[src/rtl/core/udprx_pkg.sv]
package udprx_pkg;

  localparam int unsigned CntW     = 12;
  localparam int unsigned MaxFrame = 2048;

  localparam logic [CntW-1:0] MAX_FRAME = CntW'(MaxFrame);

  localparam logic [15:0] ETYPE_IPV4   = 16'h0800;
  localparam logic [15:0] ETYPE_ARP    = 16'h0806;
  localparam logic [7:0]  VHL_V4_NOOPT = 8'((4 << 4) | (20 >> 2));
  localparam logic [7:0]  PROTO_UDP    = 8'd17;
  localparam logic [31:0] BCAST_ADDR   = 32'hffff_ffff;
  localparam logic [15:0] CKSUM_GOOD   = 16'hffff;

  // byte offsets inside the frame
  localparam logic [CntW-1:0] OFS_IP_HDR  = CntW'(14);
  localparam logic [CntW-1:0] OFS_IP_END  = CntW'(33);
  localparam logic [CntW-1:0] OFS_UDP_HDR = CntW'(34);
  localparam logic [CntW-1:0] OFS_PAYLOAD = CntW'(42);

  typedef enum logic [3:0] {
    V_DELIVER  = 4'd0,
    V_ARP      = 4'd1,
    V_SHORT    = 4'd2,
    V_UNKNOWN  = 4'd3,
    V_BAD_VER  = 4'd4,
    V_BAD_CKS  = 4'd5,
    V_FRAGMENT = 4'd6,
    V_NOT_OURS = 4'd7,
    V_NOT_UDP  = 4'd8,
    V_LEN_MISM = 4'd9,
    V_TRUNC    = 4'd10
  } verdict_e;

  // header fields of one finished frame
  typedef struct packed {
    logic [CntW-1:0] len;
    logic [15:0]     ether_type;
    logic [7:0]      version_ihl;
    logic [15:0]     checksum;
    logic [15:0]     fragment;
    logic [7:0]      protocol;
    logic [15:0]     total_length;
    logic [31:0]     src_address;
    logic [31:0]     dst_address;
    logic [31:0]     udp_ports;
    logic [15:0]     udp_length;
  } hdr_t;

endpackage

[src/rtl/core/udprx_byte_if.sv]
interface udprx_byte_if;
  import udprx_pkg::*;

  logic       valid;
  logic       ready;
  logic [7:0] frame_byte;
  logic       frame_end;

  modport source (output valid, output frame_byte, output frame_end, input ready);
  modport sink (input valid, input frame_byte, input frame_end, output ready);
endinterface

[src/rtl/core/udprx_result_if.sv]
interface udprx_result_if;
  import udprx_pkg::*;

  logic        valid;
  logic        ready;
  logic [3:0]  verdict;
  logic [31:0] source_addr;
  logic [15:0] source_port;
  logic [15:0] dest_port;
  logic [15:0] payload_length;

  modport source (
    output valid, output verdict, output source_addr, output source_port,
    output dest_port, output payload_length, input ready
  );
  modport sink (
    input valid, input verdict, input source_addr, input source_port,
    input dest_port, input payload_length, output ready
  );
endinterface

[src/rtl/core/udprx_capture.sv]
module udprx_capture
  import udprx_pkg::*;
(
  input  logic         clk_i,
  input  logic         rst_ni,
  udprx_byte_if.sink   rx_i,
  input  logic         snap_ready_i,
  output logic         snap_valid_o,
  output hdr_t         snap_o
);

  logic [CntW-1:0] cnt_q, cnt_d;
  logic [7:0]      pend_q, pend_d;
  hdr_t            st_q, st_d;
  logic            snap_vld_q, snap_vld_d;
  hdr_t            snap_q;
  logic            acc;
  logic [CntW-1:0] pos;
  logic [7:0]      b;
  logic [16:0]     sum;

  assign rx_i.ready = !snap_vld_q || snap_ready_i;
  assign acc        = rx_i.valid && rx_i.ready;
  assign pos        = cnt_q;
  assign b          = rx_i.frame_byte;
  assign sum        = {1'b0, st_q.checksum} + {1'b0, pend_q, b};

  always_comb begin
    st_d   = st_q;
    pend_d = pend_q;
    cnt_d  = (cnt_q < MAX_FRAME) ? cnt_q + CntW'(1) : cnt_q;
    st_d.len = cnt_d;
    if (pos == CntW'(12) || pos == CntW'(13)) begin
      st_d.ether_type = {st_q.ether_type[7:0], b};
    end
    if (pos >= OFS_IP_HDR && pos <= OFS_IP_END) begin
      if (!pos[0]) begin
        pend_d = b;
      end else begin
        // end-around carry
        st_d.checksum = sum[15:0] + {15'd0, sum[16]};
      end
    end
    if (pos == OFS_IP_HDR) begin
      st_d.version_ihl = b;
    end
    if (pos == CntW'(16) || pos == CntW'(17)) begin
      st_d.total_length = {st_q.total_length[7:0], b};
    end
    if (pos == CntW'(20) || pos == CntW'(21)) begin
      st_d.fragment = {st_q.fragment[7:0], b};
    end
    if (pos == CntW'(23)) begin
      st_d.protocol = b;
    end
    if (pos >= CntW'(26) && pos <= CntW'(29)) begin
      st_d.src_address = {st_q.src_address[23:0], b};
    end
    if (pos >= CntW'(30) && pos <= OFS_IP_END) begin
      st_d.dst_address = {st_q.dst_address[23:0], b};
    end
    if (pos >= OFS_UDP_HDR && pos <= CntW'(37)) begin
      st_d.udp_ports = {st_q.udp_ports[23:0], b};
    end
    if (pos == CntW'(38) || pos == CntW'(39)) begin
      st_d.udp_length = {st_q.udp_length[7:0], b};
    end
  end

  always_comb begin
    snap_vld_d = snap_vld_q;
    if (snap_vld_q && snap_ready_i) begin
      snap_vld_d = 1'b0;
    end
    if (acc && rx_i.frame_end) begin
      snap_vld_d = 1'b1;
    end
  end

  always_ff @(posedge clk_i or negedge rst_ni) begin
    if (!rst_ni) begin
      cnt_q      <= '0;
      pend_q     <= '0;
      st_q       <= '0;
      snap_vld_q <= 1'b0;
    end else begin
      snap_vld_q <= snap_vld_d;
      if (acc) begin
        if (rx_i.frame_end) begin
          cnt_q  <= '0;
          pend_q <= '0;
          st_q   <= '0;
        end else begin
          cnt_q  <= cnt_d;
          pend_q <= pend_d;
          st_q   <= st_d;
        end
      end
    end
  end

  always_ff @(posedge clk_i) begin
    if (acc && rx_i.frame_end) begin
      snap_q <= st_d;
    end
  end

  assign snap_valid_o = snap_vld_q;
  assign snap_o       = snap_q;

`ifndef ASSERT_OFF
  a_cnt_sat: assert property (@(posedge clk_i) disable iff (!rst_ni)
    cnt_q <= MAX_FRAME)
    else $error("byte count above saturation limit");
  a_clear_on_end: assert property (@(posedge clk_i) disable iff (!rst_ni)
    acc && rx_i.frame_end |=> cnt_q == '0 && st_q.ether_type == '0 && snap_vld_q)
    else $error("frame state not cleared after last word");
  a_ready_free: assert property (@(posedge clk_i) disable iff (!rst_ni)
    !snap_vld_q |-> rx_i.ready)
    else $error("input stalled with empty header stage");
`endif

endmodule

[src/rtl/core/udprx_judge.sv]
module udprx_judge
  import udprx_pkg::*;
(
  input  logic           clk_i,
  input  logic           rst_ni,
  input  logic [31:0]    local_ip_i,
  input  logic           snap_valid_i,
  input  hdr_t           snap_i,
  output logic           snap_ready_o,
  udprx_result_if.source res_o
);

  verdict_e    vd;
  logic [15:0] expect_len;
  logic [15:0] pay;
  logic [15:0] room;
  logic        load;

  logic        out_vld_q;
  verdict_e    vd_q;
  logic [31:0] src_q;
  logic [15:0] sport_q, dport_q, pay_q;

  assign snap_ready_o = !out_vld_q || res_o.ready;
  assign load         = snap_valid_i && snap_ready_o;

  assign expect_len = snap_i.total_length - 16'd20;
  assign pay        = expect_len - 16'd8;
  assign room       = {{(16-CntW){1'b0}}, snap_i.len} - {{(16-CntW){1'b0}}, OFS_PAYLOAD};

  always_comb begin
    if (snap_i.len < OFS_IP_HDR) begin
      vd = V_SHORT;
    end else if (snap_i.ether_type == ETYPE_ARP) begin
      vd = V_ARP;
    end else if (snap_i.ether_type != ETYPE_IPV4) begin
      vd = V_UNKNOWN;
    end else if (snap_i.len < OFS_UDP_HDR) begin
      vd = V_SHORT;
    end else if (snap_i.version_ihl != VHL_V4_NOOPT) begin
      vd = V_BAD_VER;
    end else if (snap_i.checksum != CKSUM_GOOD) begin
      vd = V_BAD_CKS;
    end else if (snap_i.fragment != 16'd0) begin
      vd = V_FRAGMENT;
    end else if (snap_i.dst_address != BCAST_ADDR && snap_i.dst_address != local_ip_i) begin
      vd = V_NOT_OURS;
    end else if (snap_i.protocol != PROTO_UDP) begin
      vd = V_NOT_UDP;
    end else if (snap_i.len < OFS_PAYLOAD) begin
      vd = V_SHORT;
    end else if (snap_i.udp_length != expect_len) begin
      vd = V_LEN_MISM;
    end else if (pay > room) begin
      vd = V_TRUNC;
    end else begin
      vd = V_DELIVER;
    end
  end

  always_ff @(posedge clk_i or negedge rst_ni) begin
    if (!rst_ni) begin
      out_vld_q <= 1'b0;
    end else if (load) begin
      out_vld_q <= 1'b1;
    end else if (res_o.ready) begin
      out_vld_q <= 1'b0;
    end
  end

  always_ff @(posedge clk_i) begin
    if (load) begin
      vd_q <= vd;
      if (vd == V_DELIVER) begin
        src_q   <= snap_i.src_address;
        sport_q <= snap_i.udp_ports[31:16];
        dport_q <= snap_i.udp_ports[15:0];
        pay_q   <= pay;
      end else begin
        src_q   <= '0;
        sport_q <= '0;
        dport_q <= '0;
        pay_q   <= '0;
      end
    end
  end

  assign res_o.valid          = out_vld_q;
  assign res_o.verdict        = vd_q;
  assign res_o.source_addr    = src_q;
  assign res_o.source_port    = sport_q;
  assign res_o.dest_port      = dport_q;
  assign res_o.payload_length = pay_q;

`ifndef ASSERT_OFF
  a_drop_zero: assert property (@(posedge clk_i) disable iff (!rst_ni)
    res_o.valid && res_o.verdict != V_DELIVER |->
      res_o.source_addr == '0 && res_o.source_port == '0 &&
      res_o.dest_port == '0 && res_o.payload_length == '0)
    else $error("dropped frame carries header fields");
  a_pay_fits: assert property (@(posedge clk_i) disable iff (!rst_ni)
    res_o.valid && res_o.verdict == V_DELIVER |->
      res_o.payload_length <= 16'(MaxFrame - 42))
    else $error("payload length beyond frame");
  a_load_shows: assert property (@(posedge clk_i) disable iff (!rst_ni)
    load |=> out_vld_q)
    else $error("verdict lost after header stage handoff");
`endif

endmodule

[src/rtl/core/eth_ipv4_udp_rx_filter.sv]
// Ethernet/IPv4/UDP receive filter. Frame bytes enter on rx_i (frame_end high
// on the last byte), and every frame yields exactly one result word on res_o
// when its last byte has gone through: a verdict code (udp deliver, arp,
// short, unknown type, bad version, bad checksum, fragment, not ours, not
// udp, udp length mismatch, udp truncated) plus source address, ports and
// udp payload length, which are zero for any verdict but deliver. Throughput
// is one byte per clock while rx_i.ready is high; the byte counter, field
// capture and 16-bit end-around checksum adder are the work per byte. The
// finished header is latched, then the verdict registered. Byte count
// saturates at 2048. local_ip is written through cfg_we_i/cfg_wdata_i; the
// user must do so only while no frame is in flight, unenforced by the block.
module eth_ipv4_udp_rx_filter
  import udprx_pkg::*;
(
  input  logic           clk_i,
  input  logic           rst_ni,
  udprx_byte_if.sink     rx_i,
  udprx_result_if.source res_o,
  input  logic           cfg_we_i,
  input  logic [31:0]    cfg_wdata_i
);

  // local ip register, host byte order
  logic [31:0] local_ip_q;

  // handoff between header capture and verdict stage
  logic snap_valid;
  logic snap_ready;
  hdr_t snap;

  always_ff @(posedge clk_i or negedge rst_ni) begin
    if (!rst_ni) begin
      local_ip_q <= '0;
    end else if (cfg_we_i) begin
      local_ip_q <= cfg_wdata_i;
    end
  end

  // byte counter, field capture and checksum accumulation
  udprx_capture u_capture (
    .clk_i        (clk_i),
    .rst_ni       (rst_ni),
    .rx_i         (rx_i),
    .snap_ready_i (snap_ready),
    .snap_valid_o (snap_valid),
    .snap_o       (snap)
  );

  // verdict decision and result register
  udprx_judge u_judge (
    .clk_i        (clk_i),
    .rst_ni       (rst_ni),
    .local_ip_i   (local_ip_q),
    .snap_valid_i (snap_valid),
    .snap_i       (snap),
    .snap_ready_o (snap_ready),
    .res_o        (res_o)
  );

endmodule
[src/flat_wrapper.sv]
// flat-port wrapper written by rule: the top's interface ports become plain ports
module eth_ipv4_udp_rx_filter_flat import udprx_pkg::*;
  (clk_i, rst_ni, cfg_we_i, cfg_wdata_i, rx_i_valid, rx_i_frame_byte, rx_i_frame_end, rx_i_ready, res_o_valid, res_o_verdict, res_o_source_addr, res_o_source_port, res_o_dest_port, res_o_payload_length, res_o_ready);
  udprx_byte_if rx_i_i ();
  udprx_result_if res_o_i ();
  input  logic clk_i;
  input  logic rst_ni;
  input  logic cfg_we_i;
  input  logic [31:0] cfg_wdata_i;
  input wire logic [$bits(rx_i_i.valid)-1:0] rx_i_valid;
  input wire logic [$bits(rx_i_i.frame_byte)-1:0] rx_i_frame_byte;
  input wire logic [$bits(rx_i_i.frame_end)-1:0] rx_i_frame_end;
  output wire logic [$bits(rx_i_i.ready)-1:0] rx_i_ready;
  output wire logic [$bits(res_o_i.valid)-1:0] res_o_valid;
  output wire logic [$bits(res_o_i.verdict)-1:0] res_o_verdict;
  output wire logic [$bits(res_o_i.source_addr)-1:0] res_o_source_addr;
  output wire logic [$bits(res_o_i.source_port)-1:0] res_o_source_port;
  output wire logic [$bits(res_o_i.dest_port)-1:0] res_o_dest_port;
  output wire logic [$bits(res_o_i.payload_length)-1:0] res_o_payload_length;
  input wire logic [$bits(res_o_i.ready)-1:0] res_o_ready;
  assign rx_i_i.valid = rx_i_valid;
  assign rx_i_i.frame_byte = rx_i_frame_byte;
  assign rx_i_i.frame_end = rx_i_frame_end;
  assign rx_i_ready = rx_i_i.ready;
  assign res_o_valid = res_o_i.valid;
  assign res_o_verdict = res_o_i.verdict;
  assign res_o_source_addr = res_o_i.source_addr;
  assign res_o_source_port = res_o_i.source_port;
  assign res_o_dest_port = res_o_i.dest_port;
  assign res_o_payload_length = res_o_i.payload_length;
  assign res_o_i.ready = res_o_ready;
  eth_ipv4_udp_rx_filter u_core (.clk_i(clk_i), .rst_ni(rst_ni), .rx_i(rx_i_i), .res_o(res_o_i), .cfg_we_i(cfg_we_i), .cfg_wdata_i(cfg_wdata_i));
endmodule
[config.mk]
export PLATFORM = sky130hd
export DESIGN_NAME = eth_ipv4_udp_rx_filter_flat
export DESIGN_NICKNAME = d
export VERILOG_FILES = /design/src/rtl/core/udprx_pkg.sv /design/src/rtl/core/udprx_byte_if.sv /design/src/rtl/core/udprx_result_if.sv /design/src/rtl/core/udprx_capture.sv /design/src/rtl/core/udprx_judge.sv /design/src/rtl/core/eth_ipv4_udp_rx_filter.sv /design/src/flat_wrapper.sv
export SDC_FILE = /design/constraint.sdc
export NUM_CORES = 1
export LEC_CHECK = 0
export ABC_CLOCK_PERIOD_IN_PS = 7400
export BUFFER_PORTS_ARGS = -buffer_cell sky130_fd_sc_hd__clkbuf_2
export CELL_PAD_IN_SITES_DETAIL_PLACEMENT = 1
export CELL_PAD_IN_SITES_GLOBAL_PLACEMENT = 1
export CORE_MARGIN = 5
export CORE_UTILIZATION = 51
export CTS_CLUSTER_DIAMETER = 100
export DETAILED_ROUTE_END_ITERATION = 10
export PLACE_DENSITY = 0.85
export SLEW_MARGIN = 5
export SYNTH_ARGS = -nofsm -noshare
export SYNTH_HDL_FRONTEND = slang
export SYNTH_SLANG_ARGS = --single-unit
[constraint.sdc]
create_clock -name clk_i -period 7.4 [get_ports clk_i]
set_input_delay 0 -clock clk_i [delete_from_list [all_inputs] [get_ports clk_i]]
set_output_delay 0 -clock clk_i [all_outputs]
set_load 0.01 [all_outputs]
* Word level (Yosys, flattened, before mapping)
Cells that the tools add are included.
Operators by class: add/sub/neg operators 6, multipliers 0, divide/modulo/power cells 0, order comparisons 12, eq/ne operators 19, shifts and indexed selects 0, mux-type cells 33, bitwise logic cells 0, reduce and logical (&&, ||, !) cells 22
Operators by type and width (count):
- 192-bit two-way mux | 1
- 16-bit two-way mux | 6
- 32-bit two-way mux | 3
- 12-bit by 5-bit equality test with 1-bit output, second input constant | 5
- 4-bit two-way mux | 12
- 8-bit two-way mux | 5
- 12-bit by 4-bit equality test with 1-bit output, second input constant | 3
- 32-bit != test | 1
- 32-bit != test, second input constant | 1
- 12-bit by 6-bit equality test with 1-bit output, second input constant | 2
- 12-bit by 5-bit >= comparator with 1-bit output, second input constant | 2
- 12-bit by 6-bit <= comparator with 1-bit output, second input constant | 2
- 12-bit by 6-bit < comparator with 1-bit output, second input constant | 2
- 12-bit two-way mux | 2
- 16-bit by 16-bit adder with 17-bit output | 1
- 16-bit by 1-bit adder with 16-bit output | 1
- 16-bit by 12-bit equality test with 1-bit output, second input constant | 1
- 16-bit greater-than comparator | 1
- 16-bit by 12-bit != test with 1-bit output, second input constant | 1
- 16-bit != test | 1
- 16-bit != test, second input constant | 1
- 16-bit nonzero test | 1
- 16-bit by 4-bit subtractor with 16-bit output, second input constant | 1
- 16-bit by 5-bit subtractor with 16-bit output, second input constant | 1
- other kinds (17) | 35
Word-level totals: bits in registers 534, bits in latches 0, RAM bits 0, memory bits (read-only) 0, bits of input ports 46, output and inout bits 86, logic and storage cells 123, memories kept 0

* Depth between registers and ports, before layout
depth in word-level cells 16, gate-level depth with buffers 22, gate-level depth less buffers 20

* By module
A second synthesis with hierarchy kept.
Unflattened totals: cell total of the unflattened synthesis 1957, area, all modules 25503.2 µm²
By module, submodules not included:
- udprx_capture | times used 1, cells an instance 1369, area an instance 17808.3 µm², seq. area each 11456.0 µm²
- udprx_judge | times used 1, cells an instance 520, area an instance 6349.8 µm², seq. area each 2547.4 µm²
- eth_ipv4_udp_rx_filter | times used 1, cells an instance 68, area an instance 1345.0 µm², seq. area each 800.8 µm²

* Worst setup path after synthesis
OpenSTA, ideal clock, no wires.
path kind register to register, start reg u_core.u_judge.out_vld_q (netlist: u_core.u_judge.res_o.valid), end reg u_core.u_capture.snap_q, in the netlist u_core.u_capture.snap_o[0], enable pin, library setup time 555 ps, arrival time 5090 ps, required time 6845 ps, path slack 1755 ps, stages on the path, launching flop included 6, buffers on the path 1, clock period less this slack 5645 ps, cells stage by stage dfrtp_1 -> nand3b_1 -> and2_1 -> clkbuf_1 -> nand2_1 -> inv_1
On the way: word-level cells in the longest chain between the ends 5
Ends and longest elaborated chain:
- from (decl) | RTL line udprx_judge.sv:19 | logic out_vld_q;
- from (signal assigned) | RTL line udprx_judge.sv:63 | out_vld_q <= 1'b0;
- from (signal assigned) | RTL line udprx_judge.sv:65 | out_vld_q <= 1'b1;
- from (signal assigned) | RTL line udprx_judge.sv:67 | out_vld_q <= 1'b0;
- 1-bit zero test | RTL line udprx_judge.sv:24 | assign snap_ready_o = !out_vld_q || res_o.ready;
- 1-bit logical OR | RTL line udprx_judge.sv:24
- 1-bit logical OR | RTL line udprx_capture.sv:22 | assign rx_i.ready = !snap_vld_q || snap_ready_i;
- net rx_i_ready | RTL line flat_wrapper.sv:13 | output wire logic [$bits(rx_i_i.ready)-1:0] rx_i_ready;
- 1-bit logical AND | RTL line udprx_capture.sv:23 | assign acc = rx_i.valid && rx_i.ready;
- 1-bit logical AND | RTL line udprx_capture.sv:103 | if (acc && rx_i.frame_end) begin
- to (signal assigned) | RTL line udprx_capture.sv:104 | snap_q <= st_d;
- to (decl) | RTL line udprx_capture.sv:16 | hdr_t snap_q;
The timed path passes the listed nets, and every way through them passes these cells. A chain may end at the register's enable or synchronous reset.

* Worst setup path after layout
start reg u_core.u_capture.snap_q, in the netlist u_core.u_capture.snap_o[114], end reg u_core.u_judge.dport_q[6] (netlist: u_core.u_judge.res_o.dest_port[6]), data pin
On the way: word-level cells in the longest chain between the ends 16, elaborated cells on any way between the ends 17, classes of those cells add/sub (2); order compare (1); eq/ne (1); mux (12); reduce/logical (1)
Ends and longest elaborated chain:
- 16-bit by 5-bit subtractor with 16-bit output | RTL line udprx_judge.sv:27 | assign expect_len = snap_i.total_length - 16'd20;
- net u_core.u_judge.expect_len[2] | RTL line udprx_judge.sv:14 | logic [15:0] expect_len;
- 16-bit by 4-bit subtractor with 16-bit output | RTL line udprx_judge.sv:28 | assign pay = expect_len - 16'd8;
- net u_core.u_judge.pay[10] | RTL line udprx_judge.sv:15 | logic [15:0] pay;
- 16-bit greater-than comparator | RTL line udprx_judge.sv:54 | end else if (pay > room) begin
- 4-bit two-way mux | RTL line udprx_judge.sv:54
- 4-bit two-way mux | RTL line udprx_judge.sv:52 | end else if (snap_i.udp_length != expect_len) begin
- 4-bit two-way mux | RTL line udprx_judge.sv:50 | end else if (snap_i.len < OFS_PAYLOAD) begin
- [2 not listed]
- 4-bit two-way mux | RTL line udprx_judge.sv:44 | end else if (snap_i.fragment != 16'd0) begin
- 4-bit two-way mux | RTL line udprx_judge.sv:42 | end else if (snap_i.checksum != CKSUM_GOOD) begin
- 4-bit two-way mux | RTL line udprx_judge.sv:40 | end else if (snap_i.version_ihl != VHL_V4_NOOPT) begin
- 4-bit two-way mux | RTL line udprx_judge.sv:38 | end else if (snap_i.len < OFS_UDP_HDR) begin
- 4-bit two-way mux | RTL line udprx_judge.sv:36 | end else if (snap_i.ether_type != ETYPE_IPV4) begin
- 4-bit two-way mux | RTL line udprx_judge.sv:34 | end else if (snap_i.ether_type == ETYPE_ARP) begin
- 4-bit two-way mux | RTL line udprx_judge.sv:32 | if (snap_i.len < OFS_IP_HDR) begin
- 4-bit zero test | RTL line udprx_judge.sv:74 | if (vd == V_DELIVER) begin
- to (signal assigned) | RTL line udprx_judge.sv:77 | dport_q <= snap_i.udp_ports[15:0];
- to (decl) | RTL line udprx_judge.sv:22 | logic [15:0] sport_q, dport_q, pay_q;
The timed path passes the listed nets, and every way through them passes these cells.

==> impl_metrics.ini <==
[run_status]
outcome = finished clean

[layout]
fillers = 4414
multi_input_comb_area_sq_um = 8620
final-seq-area_sq_um = 14800
final_nets = 1911
area.growth.synth_to_final_pct = 13.7
drive_gt1_share_pct = 24.5
diodes = 0

[synth]
synthesis.nets = 1788
async_reset_ff_share_pct = 46.1
ys_ff_latch = 534
syn_area_sq_um = 23900
ys.flop_type = edfxtp_1
yosysSeqAreaShare_pct = 62.0
synth_warnings = 0
synth_cell_types = 65
syn_avg_cell_area_sq_um = 14.1
synth_edf_count = 288
netlist_instances = 1699

[floorplanning]
placementRows = 79
io_pins = 132
core-area_sq_um = 46500
dieArea_sq_um = 51300
die_h_um = 226
initial_utilization_pct = 51.4
die_w_um = 226

[worst_setup_path]
arrival_ns = 6.14
r2r-end = u_core.u_judge.res_o.dest_port[6]
crit_slowest_cell = o31a_2
slowest_delay_ns = 0.59
crit_required_ns = 7.75
rr_worst_depth = 19
end_kind = flip-flop
r2r_start = u_core.u_capture.snap_o[114]
path_cells = inv_1 > ha_1 > nor2b_1 > nor4_1 > xnor2_1 > and3_1 > nand3_1 > xor2_1 > ha_1 > a21oi_1 > a21boi_0 > o21a_1 > o21ai_0 > a21oi_1 > a2111oi_0 > nor2_1 > o31a_2 > buf_4 > nor4b_1
startpoint_type = flip-flop
critPathLaunch = u_core.u_capture.snap_o[114]
worstSetupPathType = reg -> reg
path_buf_inv = 2
crit_family = compound AO/OA/AOI/OAI gates
crit_fanout = 42
rrSetupSlack_ns = 1.61

[clocking]
cts.clk_slew.worst_paths_ns = 0.07
cts.path.max_buffers = 3
clock-sinks = 534
numCtsBuffers = 54
hold_buffers = 38
cts_tree = yes
cts_setup_buffers = 0
h-tree-depth = 2
clk_latency_ns = 0.63
clockRootBuffer = clkbuf_16
cts_resized = 0

[routing]
wl_per_cell_um = 27.1
drc = 0
ant_nets = 0
vias = 15800
wirelength_um = 67000
firstDrtPassIters = 5
avgViaCountPerCell = 6.37
drtIter0Drc = 1447

[grt]
grt_antenna_before_repair = 0
overflow = 0
grt_pass1_vias = 17000
grt_max_degree = 190
grt_usage_pct = 25.9
grt_pass1_wl_um = 104000

[timing]
whs_ns = 0.0403
max_slew_margin_pct = 15.6
drv_slew = 0
rsz0062_at_grt = false
tightestPinTransition_ns = 1.27
setup_tns_ns = 0
min_period_ns = 5.79
timing.final.crit_share_pct = 78.2
fmax_mhz = 173
skew_ns = 0.0358
setup_viol_count_final = 0
hold_viol = 0

[power]
ir_drop_mv = 0.239
power_w = 0.00643
leakage_nw = 11.1
power.density_nw_per_um2 = 237

[placement]
dp_hpwl_um = 38500
port_buffers = 131
globalplace.congestion = 0.827

[run]
max_cap_viol_count = 0

[min_path]
hp-class = in -> reg
hold_depth = 2
hold_end = u_core.u_capture.pend_q[7]
hp-start = rx_i_frame_byte[7]
[state kept, by name, indices dropped and copies added, names as in the netlist]
register	count
u_core.local_ip_q	32
u_core.u_capture.cnt_q	12
u_core.u_capture.pend_q	8
u_core.u_capture.snap_o	204
u_core.u_capture.snap_valid_o	1
u_core.u_capture.st_q	192
u_core.u_judge.res_o.dest_port	16
u_core.u_judge.res_o.payload_length	16
u_core.u_judge.res_o.source_addr	32
u_core.u_judge.res_o.source_port	16
u_core.u_judge.res_o.valid	1
u_core.u_judge.res_o.verdict	4
[cell usage in the layout, fill, tap and decap left out, drive strengths merged, types with 7 or more instances in the layout]
cell type    instances
nor4                29
and3                12
dlygate4sd3         38
nand2b               9
ha                  42
o21ai               42
o21bai               7
nor2b                7
nor2                42
clkinv              21
a22o               202
mux2               215
edfxtp             288
o21a                 8
a21oi               32
xor2                66
dfrtp              246
clkbuf             204
xnor2               47
buf                 15
nand3               20
nor4b               80
inv                 26
nand2               50
nand4               23
nor3                19
[where the power goes]
group | internal [W] | total, W | leakage (nW) | switching [W]
Sequential | 0.00323 | 0.00330 | 6.14 | 0.0000701
Combinational | 0.000134 | 0.000408 | 4.13 | 0.000273
Clock | 0.00150 | 0.00271 | 0.845 | 0.00122
Total | 0.00487 | 0.00643 | 11.1 | 0.00156
[final cells by class]
cell class              count  share of cell area (%)
repair buffers            183                    4.28
inverters                  22                   0.332
well taps                 607                    2.80
flip-flops and latches    534                    54.5
clock inverters            28                   0.811
clock buffers              74                    5.52
multi-input cells        1027                    31.7
[cells by family after synthesis]
| kind of cell | Yosys count | share of synthesized area, % |
|---|---|---|
| mux | 215 | 10.1 |
| buf+inv | 138 | 2.19 |
| flops | 534 | 62.0 |
| simple gates | 321 | 8.30 |
| compound gates | 334 | 10.9 |
| xor+xnor | 114 | 4.24 |
| fa+ha+maj | 43 | 2.28 |
[worst max path at each step]
stage,depth (start not counted),slack [ns],endpoint
6_report,19,1.61,u_core.u_judge.res_o.dest_port[6]
5_1_grt,19,1.25,u_core.u_judge.res_o.source_addr[0]
4_1_cts,19,1.63,u_core.u_judge.res_o.dest_port[6]
3_5_place_dp,19,1.73,u_core.u_judge.res_o.dest_port[6]
3_3_place_gp,19,2.19,u_core.u_judge.res_o.source_addr[11]
2_1_floorplan,5,1.75,u_core.u_capture.snap_o[0]
[through the flow]
step | std cells | setup WS [ns] | util (%) | cell area [sq um]
floorplan | 1699 | 1.75 | - | 23900
global placement | 2335 | 2.19 | 53.9 | 25100
detailed placement | 2335 | 1.73 | 53.9 | 25100
CTS | 2475 | 1.63 | 58.5 | 27200
global route | 2475 | 1.25 | 58.5 | 27200
finish | 2475 | 1.61 | 58.5 | 27200
[Yosys cell counts, types with 3 or more instances]
cell type	count	area share, %
buf_1	6	0.094
nand4_1	23	0.60
ha_1	42	2.2
o21a_1	8	0.25
o2111ai_1	3	0.11
nand3_1	20	0.42
nor2b_1	7	0.18
nand2_1	50	0.79
nand3b_1	3	0.094
edfxtp_1	288	36
a22o_1	202	7.4
xor2_1	66	2.4
xnor2_1	47	1.7
or3_1	3	0.079
a21o_1	4	0.13
and3_1	11	0.29
o31ai_1	5	0.16
a31oi_1	5	0.13
or2_2	3	0.079
nor3b_1	3	0.094
a21oi_1	31	0.65
nor4_1	29	0.76
nor2_1	42	0.66
clkbuf_1	105	1.6
inv_1	22	0.35
and2_1	5	0.13
o21ai_1	5	0.10
a211oi_1	5	0.16
a211o_1	3	0.11
nand2b_1	9	0.24
nor3_1	19	0.40
o21ai_0	36	0.75
buf_2	5	0.10
o21bai_1	7	0.22
nor4b_1	80	2.9
mux2_2	215	10
dfrtp_1	246	26
nand4b_1	3	0.11
[layer usage]
layer | global-route usage, % | routed length, um | part of all wire, % | vias up
met5 | 0 | 0 | 0 | -
met4 | 10.2 | 2860 | 4.3 | 0
met3 | 3.94 | 2990 | 4.5 | 167
met2 | 45.4 | 34800 | 52 | 515
met1 | 32.6 | 26400 | 39 | 8289
li1 | - | - | - | 6786
Note: power is estimated with default switching activity, not from simulation.
